==> src/ksha1_pkg.sv <==
// Shared types, constants and round functions of the keyed SHA-1 block.
`default_nettype none

package ksha1_pkg;

    localparam int WORD_W     = 32;
    localparam int KEY_COUNT  = 8;
    localparam int CFG_IDX_W  = 4;
    localparam int BLOCK_WORDS = 16;
    localparam int PHASE_LEN  = 20;
    localparam int PHASE_CNT_W = 5;

    typedef logic [WORD_W-1:0] word_t;
    typedef logic [KEY_COUNT-1:0][WORD_W-1:0] key_array_t;
    typedef logic [1:0] phase_t;

    // Round phases, each twenty rounds long.
    localparam phase_t PH_CHOOSE   = 2'd0;
    localparam phase_t PH_PARITY_A = 2'd1;
    localparam phase_t PH_MAJORITY = 2'd2;
    localparam phase_t PH_PARITY_B = 2'd3;

    // Initial chaining values.
    localparam word_t IV_A = 32'h6745_2301;
    localparam word_t IV_B = 32'hefcd_ab89;
    localparam word_t IV_C = 32'h98ba_dcfe;
    localparam word_t IV_D = 32'h1032_5476;
    localparam word_t IV_E = 32'hc3d2_e1f0;

    // Fixed block content around the data and key words.
    localparam word_t PAD_WORD   = 32'h8000_0000;
    localparam word_t LENGTH_BITS = 32'd288;
    localparam word_t KEY_RESET_BASE = 32'd49;

    typedef enum logic [1:0] {
        ST_IDLE,
        ST_ROUND,
        ST_DONE
    } state_t;

    // Commands from the controller to the datapath.
    typedef struct packed {
        logic   load;
        logic   step;
        phase_t phase;
        logic   store;
    } cmd_t;

    function automatic word_t round_k(input phase_t phase);
        word_t k;
        unique case (phase)
            PH_CHOOSE:   k = 32'h5A82_7999;
            PH_PARITY_A: k = 32'h6ED9_EBA1;
            PH_MAJORITY: k = 32'h8F1B_BCDC;
            PH_PARITY_B: k = 32'hCA62_C1D6;
            default:     k = 32'hCA62_C1D6;
        endcase
        return k;
    endfunction

    function automatic word_t round_f(input phase_t phase, input word_t b,
                                      input word_t c, input word_t d);
        word_t f;
        unique case (phase)
            PH_CHOOSE:   f = (b & c) | (~b & d);
            PH_MAJORITY: f = (b & c) | (b & d) | (c & d);
            PH_PARITY_A: f = b ^ c ^ d;
            PH_PARITY_B: f = b ^ c ^ d;
            default:     f = b ^ c ^ d;
        endcase
        return f;
    endfunction

endpackage

`default_nettype wire

==> src/ksha1_ctrl.sv <==
// Controller: handshakes, round and phase counters, output valid flag.
`default_nettype none

module ksha1_ctrl
(
    input  wire logic            clk,
    input  wire logic            rst_n,
    input  wire logic            in_valid,
    output logic                 in_ready,
    output logic                 out_valid,
    input  wire logic            out_ready,
    output ksha1_pkg::cmd_t      cmd
);
    import ksha1_pkg::*;

    state_t                 state_reg, state_next;
    logic [PHASE_CNT_W-1:0] cnt_reg, cnt_next;
    phase_t                 phase_reg, phase_next;
    logic                   out_valid_reg, out_valid_next;

    // State, counters and output flag.
    always_ff @(posedge clk or negedge rst_n)
    begin
        if (!rst_n)
        begin
            state_reg     <= ST_IDLE;
            cnt_reg       <= '0;
            phase_reg     <= PH_CHOOSE;
            out_valid_reg <= 1'b0;
        end
        else
        begin
            state_reg     <= state_next;
            cnt_reg       <= cnt_next;
            phase_reg     <= phase_next;
            out_valid_reg <= out_valid_next;
        end
    end

    // Next state and commands.
    always_comb
    begin
        state_next     = state_reg;
        cnt_next       = cnt_reg;
        phase_next     = phase_reg;
        in_ready       = 1'b0;
        cmd.load       = 1'b0;
        cmd.step       = 1'b0;
        cmd.store      = 1'b0;
        cmd.phase      = phase_reg;
        out_valid_next = out_valid_reg && !out_ready;

        unique case (state_reg)
            ST_IDLE:
            begin
                in_ready = 1'b1;
                if (in_valid)
                begin
                    cmd.load   = 1'b1;
                    cnt_next   = '0;
                    phase_next = PH_CHOOSE;
                    state_next = ST_ROUND;
                end
            end
            ST_ROUND:
            begin
                cmd.step = 1'b1;
                if (cnt_reg == PHASE_CNT_W'(PHASE_LEN - 1))
                begin
                    cnt_next   = '0;
                    phase_next = phase_reg + 2'd1;
                    if (phase_reg == PH_PARITY_B)
                    begin
                        state_next = ST_DONE;
                    end
                end
                else
                begin
                    cnt_next = cnt_reg + 1'b1;
                end
            end
            ST_DONE:
            begin
                // Hand the digest over once the output register is free.
                if (!out_valid_reg || out_ready)
                begin
                    cmd.store      = 1'b1;
                    out_valid_next = 1'b1;
                    state_next     = ST_IDLE;
                end
            end
            default:
            begin
                state_next = ST_IDLE;
            end
        endcase
    end

    assign out_valid = out_valid_reg;

endmodule

`default_nettype wire

==> src/ksha1_dp.sv <==
// Datapath: schedule window, working variables, round logic and digest register.
`default_nettype none

module ksha1_dp
(
    input  wire logic                  clk,
    input  wire ksha1_pkg::cmd_t       cmd,
    input  wire ksha1_pkg::word_t      data_word,
    input  wire ksha1_pkg::key_array_t key_words,
    output ksha1_pkg::word_t           digest_a,
    output ksha1_pkg::word_t           digest_b,
    output ksha1_pkg::word_t           digest_c,
    output ksha1_pkg::word_t           digest_d,
    output ksha1_pkg::word_t           digest_e
);
    import ksha1_pkg::*;

    word_t win_reg [BLOCK_WORDS];
    word_t win_next [BLOCK_WORDS];
    word_t a_reg, b_reg, c_reg, d_reg, e_reg;
    word_t a_next, b_next, c_next, d_next, e_next;
    word_t dig_a_reg, dig_b_reg, dig_c_reg, dig_d_reg, dig_e_reg;
    word_t sched_mix;
    word_t temp;

    // Next schedule word and round sum.
    always_comb
    begin
        sched_mix = win_reg[13] ^ win_reg[8] ^ win_reg[2] ^ win_reg[0];
        temp = {a_reg[26:0], a_reg[31:27]} + round_f(cmd.phase, b_reg, c_reg, d_reg)
             + e_reg + round_k(cmd.phase) + win_reg[0];
    end

    // Load the block, step one round, or hold.
    always_comb
    begin
        for (int j = 0; j < BLOCK_WORDS; j++)
        begin
            win_next[j] = win_reg[j];
        end
        a_next = a_reg;
        b_next = b_reg;
        c_next = c_reg;
        d_next = d_reg;
        e_next = e_reg;

        if (cmd.load)
        begin
            win_next[0] = data_word;
            for (int j = 0; j < KEY_COUNT; j++)
            begin
                win_next[j + 1] = key_words[j];
            end
            win_next[KEY_COUNT + 1] = PAD_WORD;
            for (int j = KEY_COUNT + 2; j < BLOCK_WORDS - 1; j++)
            begin
                win_next[j] = '0;
            end
            win_next[BLOCK_WORDS - 1] = LENGTH_BITS;
            a_next = IV_A;
            b_next = IV_B;
            c_next = IV_C;
            d_next = IV_D;
            e_next = IV_E;
        end
        else if (cmd.step)
        begin
            for (int j = 0; j < BLOCK_WORDS - 1; j++)
            begin
                win_next[j] = win_reg[j + 1];
            end
            win_next[BLOCK_WORDS - 1] = {sched_mix[30:0], sched_mix[31]};
            a_next = temp;
            b_next = a_reg;
            c_next = {b_reg[1:0], b_reg[31:2]};
            d_next = c_reg;
            e_next = d_reg;
        end
    end

    // Working registers.
    always_ff @(posedge clk)
    begin
        for (int j = 0; j < BLOCK_WORDS; j++)
        begin
            win_reg[j] <= win_next[j];
        end
        a_reg <= a_next;
        b_reg <= b_next;
        c_reg <= c_next;
        d_reg <= d_next;
        e_reg <= e_next;
    end

    // Digest register: initial values added to the final variables.
    always_ff @(posedge clk)
    begin
        if (cmd.store)
        begin
            dig_a_reg <= IV_A + a_reg;
            dig_b_reg <= IV_B + b_reg;
            dig_c_reg <= IV_C + c_reg;
            dig_d_reg <= IV_D + d_reg;
            dig_e_reg <= IV_E + e_reg;
        end
    end

    assign digest_a = dig_a_reg;
    assign digest_b = dig_b_reg;
    assign digest_c = dig_c_reg;
    assign digest_d = dig_d_reg;
    assign digest_e = dig_e_reg;

endmodule

`default_nettype wire

==> src/keyed_sha1_single_block.sv <==
// Top level of the keyed single-block SHA-1 hasher: key registers and the two halves.
//
//  Channel   Signals                                   Direction
//  input     in_valid, in_ready, data_word             beat in
//  output    out_valid, out_ready, digest_a..digest_e  beat out
//  config    cfg_we, cfg_index, cfg_data               write only
//
// Each item is loaded into the block, runs 80 rounds at one per cycle through the
// single round unit, then has the initial values added into the output register
// once that is free. in_ready is high only while no hash is in progress; a digest
// that waits in the output register does not hold back the next beat's rounds.
// Reset returns the key registers to 49..56 and clears the controller.
`default_nettype none

module keyed_sha1_single_block
(
    input  wire logic                           clk,
    input  wire logic                           rst_n,
    input  wire logic                           in_valid,
    output logic                                in_ready,
    input  wire ksha1_pkg::word_t               data_word,
    output logic                                out_valid,
    input  wire logic                           out_ready,
    output ksha1_pkg::word_t                    digest_a,
    output ksha1_pkg::word_t                    digest_b,
    output ksha1_pkg::word_t                    digest_c,
    output ksha1_pkg::word_t                    digest_d,
    output ksha1_pkg::word_t                    digest_e,
    input  wire logic                           cfg_we,
    input  wire logic [ksha1_pkg::CFG_IDX_W-1:0] cfg_index,
    input  wire ksha1_pkg::word_t               cfg_data
);
    import ksha1_pkg::*;

    key_array_t key_reg;
    cmd_t       cmd;

    // Key registers; writes to indexes past the last key are dropped.
    always_ff @(posedge clk or negedge rst_n)
    begin
        if (!rst_n)
        begin
            for (int i = 0; i < KEY_COUNT; i++)
            begin
                key_reg[i] <= KEY_RESET_BASE + WORD_W'(i);
            end
        end
        else if (cfg_we && (cfg_index < CFG_IDX_W'(KEY_COUNT)))
        begin
            key_reg[cfg_index[$clog2(KEY_COUNT)-1:0]] <= cfg_data;
        end
    end

    ksha1_ctrl u_ctrl
    (
        .clk       (clk),
        .rst_n     (rst_n),
        .in_valid  (in_valid),
        .in_ready  (in_ready),
        .out_valid (out_valid),
        .out_ready (out_ready),
        .cmd       (cmd)
    );

    ksha1_dp u_dp
    (
        .clk       (clk),
        .cmd       (cmd),
        .data_word (data_word),
        .key_words (key_reg),
        .digest_a  (digest_a),
        .digest_b  (digest_b),
        .digest_c  (digest_c),
        .digest_d  (digest_d),
        .digest_e  (digest_e)
    );

endmodule

`default_nettype wire

==> config.mk <==
export PLATFORM = sky130hd
export DESIGN_NAME = keyed_sha1_single_block
export DESIGN_NICKNAME = d
export VERILOG_FILES = /design/src/ksha1_pkg.sv /design/src/ksha1_ctrl.sv /design/src/ksha1_dp.sv /design/src/keyed_sha1_single_block.sv
export SDC_FILE = /design/constraint.sdc
export NUM_CORES = 2
export LEC_CHECK = 0
export ABC_AREA = 1
export BUFFER_PORTS_ARGS = -buffer_cell sky130_fd_sc_hd__buf_2
export CORE_ASPECT_RATIO = 0.9
export CORE_MARGIN = 2
export CORE_UTILIZATION = 59
export CTS_BUF_LIST = sky130_fd_sc_hd__clkbuf_2
export DETAILED_ROUTE_END_ITERATION = 6
export PLACE_DENSITY = 0.81
export SKIP_LAST_GASP = 1
export SYNTH_ARGS = -nofsm -noshare
export SYNTH_HDL_FRONTEND = slang
export SYNTH_SLANG_ARGS = --single-unit
==> constraint.sdc <==
create_clock -name clk -period 11 [get_ports clk]
set_input_delay 2.2 -clock clk [delete_from_list [all_inputs] [get_ports clk]]
set_output_delay 2.2 -clock clk [all_outputs]
set_load 0.005 [all_outputs]
==> flow_metrics.py <==
metrics = {
    "sta": {
        "final.min_clock_period_ps": 5946,
        "worst_pin_slew_ps": 1129,
        "tns_ps": 0,
        "setup_viol": 0,
        "grt_setup_unrepaired": "false",
        "finalHoldViolations": 0,
        "period_share_pct": 54.06,
        "drv_slew": 0,
        "timing.slew.headroom_pct": 24.70,
        "fmax_ghz": 0.1682,
        "clock_skew_ps": 211.2,
    },
    "synth": {
        "netlist_area_um2": 49790,
        "syn-num-nets": 5280,
        "postSynthCellCount": 5035,
        "ys_ff_latch": 1098,
        "ys.flop_type": "edfxtp_1",
        "async_flop_share_pct": 24.23,
        "synth_edf_count": 448,
        "avgSynthCellArea_um2": 9.889,
        "seq_area_frac_synth_pct": 55.90,
        "ys_types": 56,
        "yosys_warnings": 0,
    },
    "placement": {
        "postPlaceCellArea_um2": 51690,
        "dp_hpwl_um": 96690,
        "gp_congestion": 1.011,
        "io_buffers": 234,
    },
    "layout": {
        "final_nets": 5601,
        "design_area_um2": 54340,
        "mostFrequentLayoutCell": "nand2_1",
        "n_fill_cell": 6697,
        "area_growth_pct": 9.145,
        "seq_area_um2": 27830,
        "multi_input_area_um2": 18080,
        "drive_above_1_share_pct": 14.20,
        "largest_reg_flops": 512,
        "layout_common_cells": "841 x nand2_1, 765 x inv_1, 503 x o21ai_0",
    },
    "clock_network": {
        "post-cts-setup-buffer-count": 0,
        "clock_latency_ps": 1540,
        "tritoncts": "done",
        "cts.path.max_buffers": 4,
        "htree_levels": 5,
        "cts-root-buf": "clkbuf_2",
        "cts.clk_slew.worst_paths_ps": 120,
        "holdBufCountCts": 0,
        "cts.sinks": 1098,
        "cts_made_buffers": 283,
        "ctsResizeCount": 0,
    },
    "route": {
        "met1_length_um": 57940,
        "highest_layer": "met5",
        "ant_nets": 0,
        "via_count": 38930,
        "postRouteWirelength_um": 140600,
        "wl_per_cell_um": 20.97,
        "routed_via_density": 5.807,
        "drt_pass1_iterations": 6,
        "met2_length_um": 61240,
        "drc": 0,
        "drtIter0Drc": 4570,
        "dr_wl_met3_um": 16030,
    },
    "run": {
        "drv_cap": 0,
    },
    "worst_hold_path": {
        "hp-class": "flop to flop",
        "min_to": "u_dp.win_reg[1][100]$_SDFFE_PP0P_",
        "hp-start": "u_dp.win_reg[1][132]$_SDFFE_PP0P_",
        "hold_depth": 2,
    },
    "critical_path": {
        "crit-reg2reg-launch": "u_ctrl.phase_reg[0]$_DFFE_PN0P_",
        "startpoint_type": "flop",
        "endpoint_kind": "flop",
        "critical_path_arrival_ps": 7250,
        "path_class": "flop to flop",
        "reg2reg_slack_ps": 5050,
        "r2r-end": "u_dp.a_reg[25]$_SDFFE_PP1P_",
        "reg2regPathDepth": 25,
        "path_max_fanout": 40,
        "required_ps": 12310,
    },
    "global_route": {
        "antenna_found_initial": 5,
        "grt_pass1_wl_um": 213600,
        "overflow": 0,
        "grt_usage_pct": 32.50,
        "grt_pass1_vias": 36770,
        "grt_max_degree": 218,
    },
    "die": {
        "initial_core_util_pct": 59.25,
        "die_h_um": 279.6,
        "core_um2": 84040,
        "die_w_um": 310.2,
        "io_pins": 235,
        "die-area_um2": 86730,
        "placementRows": 101,
    },
    "outcome": {
        "status": "complete, no violations",
    },
}
## cell families (layout without fill, tap and decap cells)
group                      count (synthesis)  in the layout  synth area share, %
and+or+nand+nor                         1297           1297                10.80
AOI/OAI and AO/OA                       1250           1250                15.50
DFF                                     1098           1098                55.90
buffers and inverters                   1002           1532                7.866
xor gates and xnor gates                 216            216                3.800
adders and majority gates                172            172                6.132
other                                      0              5                    0
## stage by stage
| stage | hold WS (ps) | util (%) | std cells | setup slack, ps |
|---|---|---|---|---|
| after floorplan | 408.2 | - | 5035 | 1359 |
| after global placement | 440.2 | 61.51 | 6204 | 4470 |
| after detailed placement | 452.1 | 61.51 | 6204 | 4449 |
| after CTS | 375.3 | 64.65 | 6698 | 5183 |
| after global routing | 410.4 | 64.66 | 6700 | 4734 |
| final | 366.2 | 64.67 | 6703 | 5054 |
## synthesized netlist by cell type, drive strengths merged, types with 3 or more instances
library cell,number,share of area [%]
edfxtp,448,27
and2,4,0.050
o22ai,255,3.2
clkbuf,110,0.83
a31oi,13,0.18
a32o,23,0.46
a22oi,87,1.3
nand3,155,1.6
nand3b,5,0.083
nor2,212,1.7
o31ai,4,0.060
dfrtp,237,12
nand4,34,0.43
o21bai,15,0.23
buf,114,1.2
xor2,150,2.6
inv,776,5.9
a21oi,129,1.3
a22o,182,3.2
ha,52,1.3
dfxtp,384,15
fa,120,4.8
o211ai,3,0.045
o21ai,528,5.3
nand2,852,6.5
xnor2,66,1.2
nor4,11,0.14
nor3,20,0.26
dfstp,29,1.5
a221oi,4,0.070
## layer usage
layer	vias up	track usage, %
met4	2	14.03
met5	-	0
met1	18610	46.97
met2	2189	46.89
li1	17800	-
met3	328	7.838
## cell type report
cell class | count | area share [%]
diodes | 5 | 0.02302
clock buffers | 430 | 3.960
clock inverters | 64 | 0.8933
inverters | 778 | 5.411
multi-input cells | 2935 | 33.26
flip-flops and latches | 1098 | 51.22
well taps | 1133 | 2.609
repair buffers | 260 | 2.625
## critical path, stage by stage, from the launching register on
cell,delay [ps]
dfrtp_1,460
inv_1,110
ha_1,210
buf_4,260
inv_1,860
a21oi_1,60
o21ai_0,120
o21ai_0,160
fa_1,560
inv_1,50
fa_1,540
fa_1,490
inv_1,70
ha_1,230
inv_1,70
fa_1,350
inv_1,160
nand3_1,100
nand3_1,200
nand2_1,130
nand2_1,130
nand3_1,100
nand3_1,100
nand2_1,60
nand3_1,70
nand2_1,60
## worst max-delay path by stage
stage,from,cells past startpoint,to,slack (ps)
final,u_ctrl.phase_reg[0]$_DFFE_PN0P_,25,u_dp.a_reg[25]$_SDFFE_PP1P_,5050
after global routing,u_ctrl.phase_reg[0]$_DFFE_PN0P_,25,u_dp.a_reg[25]$_SDFFE_PP1P_,4730
after CTS,u_ctrl.phase_reg[0]$_DFFE_PN0P_,23,u_dp.a_reg[30]$_SDFFE_PP1P_,5180
after detailed placement,in_valid,6,u_dp.win_reg[0][116]$_DFFE_PP_,4450
after global placement,in_valid,6,u_dp.win_reg[0][116]$_DFFE_PP_,4470
after floorplan,out_ready,2,u_dp.digest_a[0]$_DFFE_PP_,1360
Power is not shown: default switching activity piles up to over one toggle a cycle in this logic, so the estimate is an artifact.
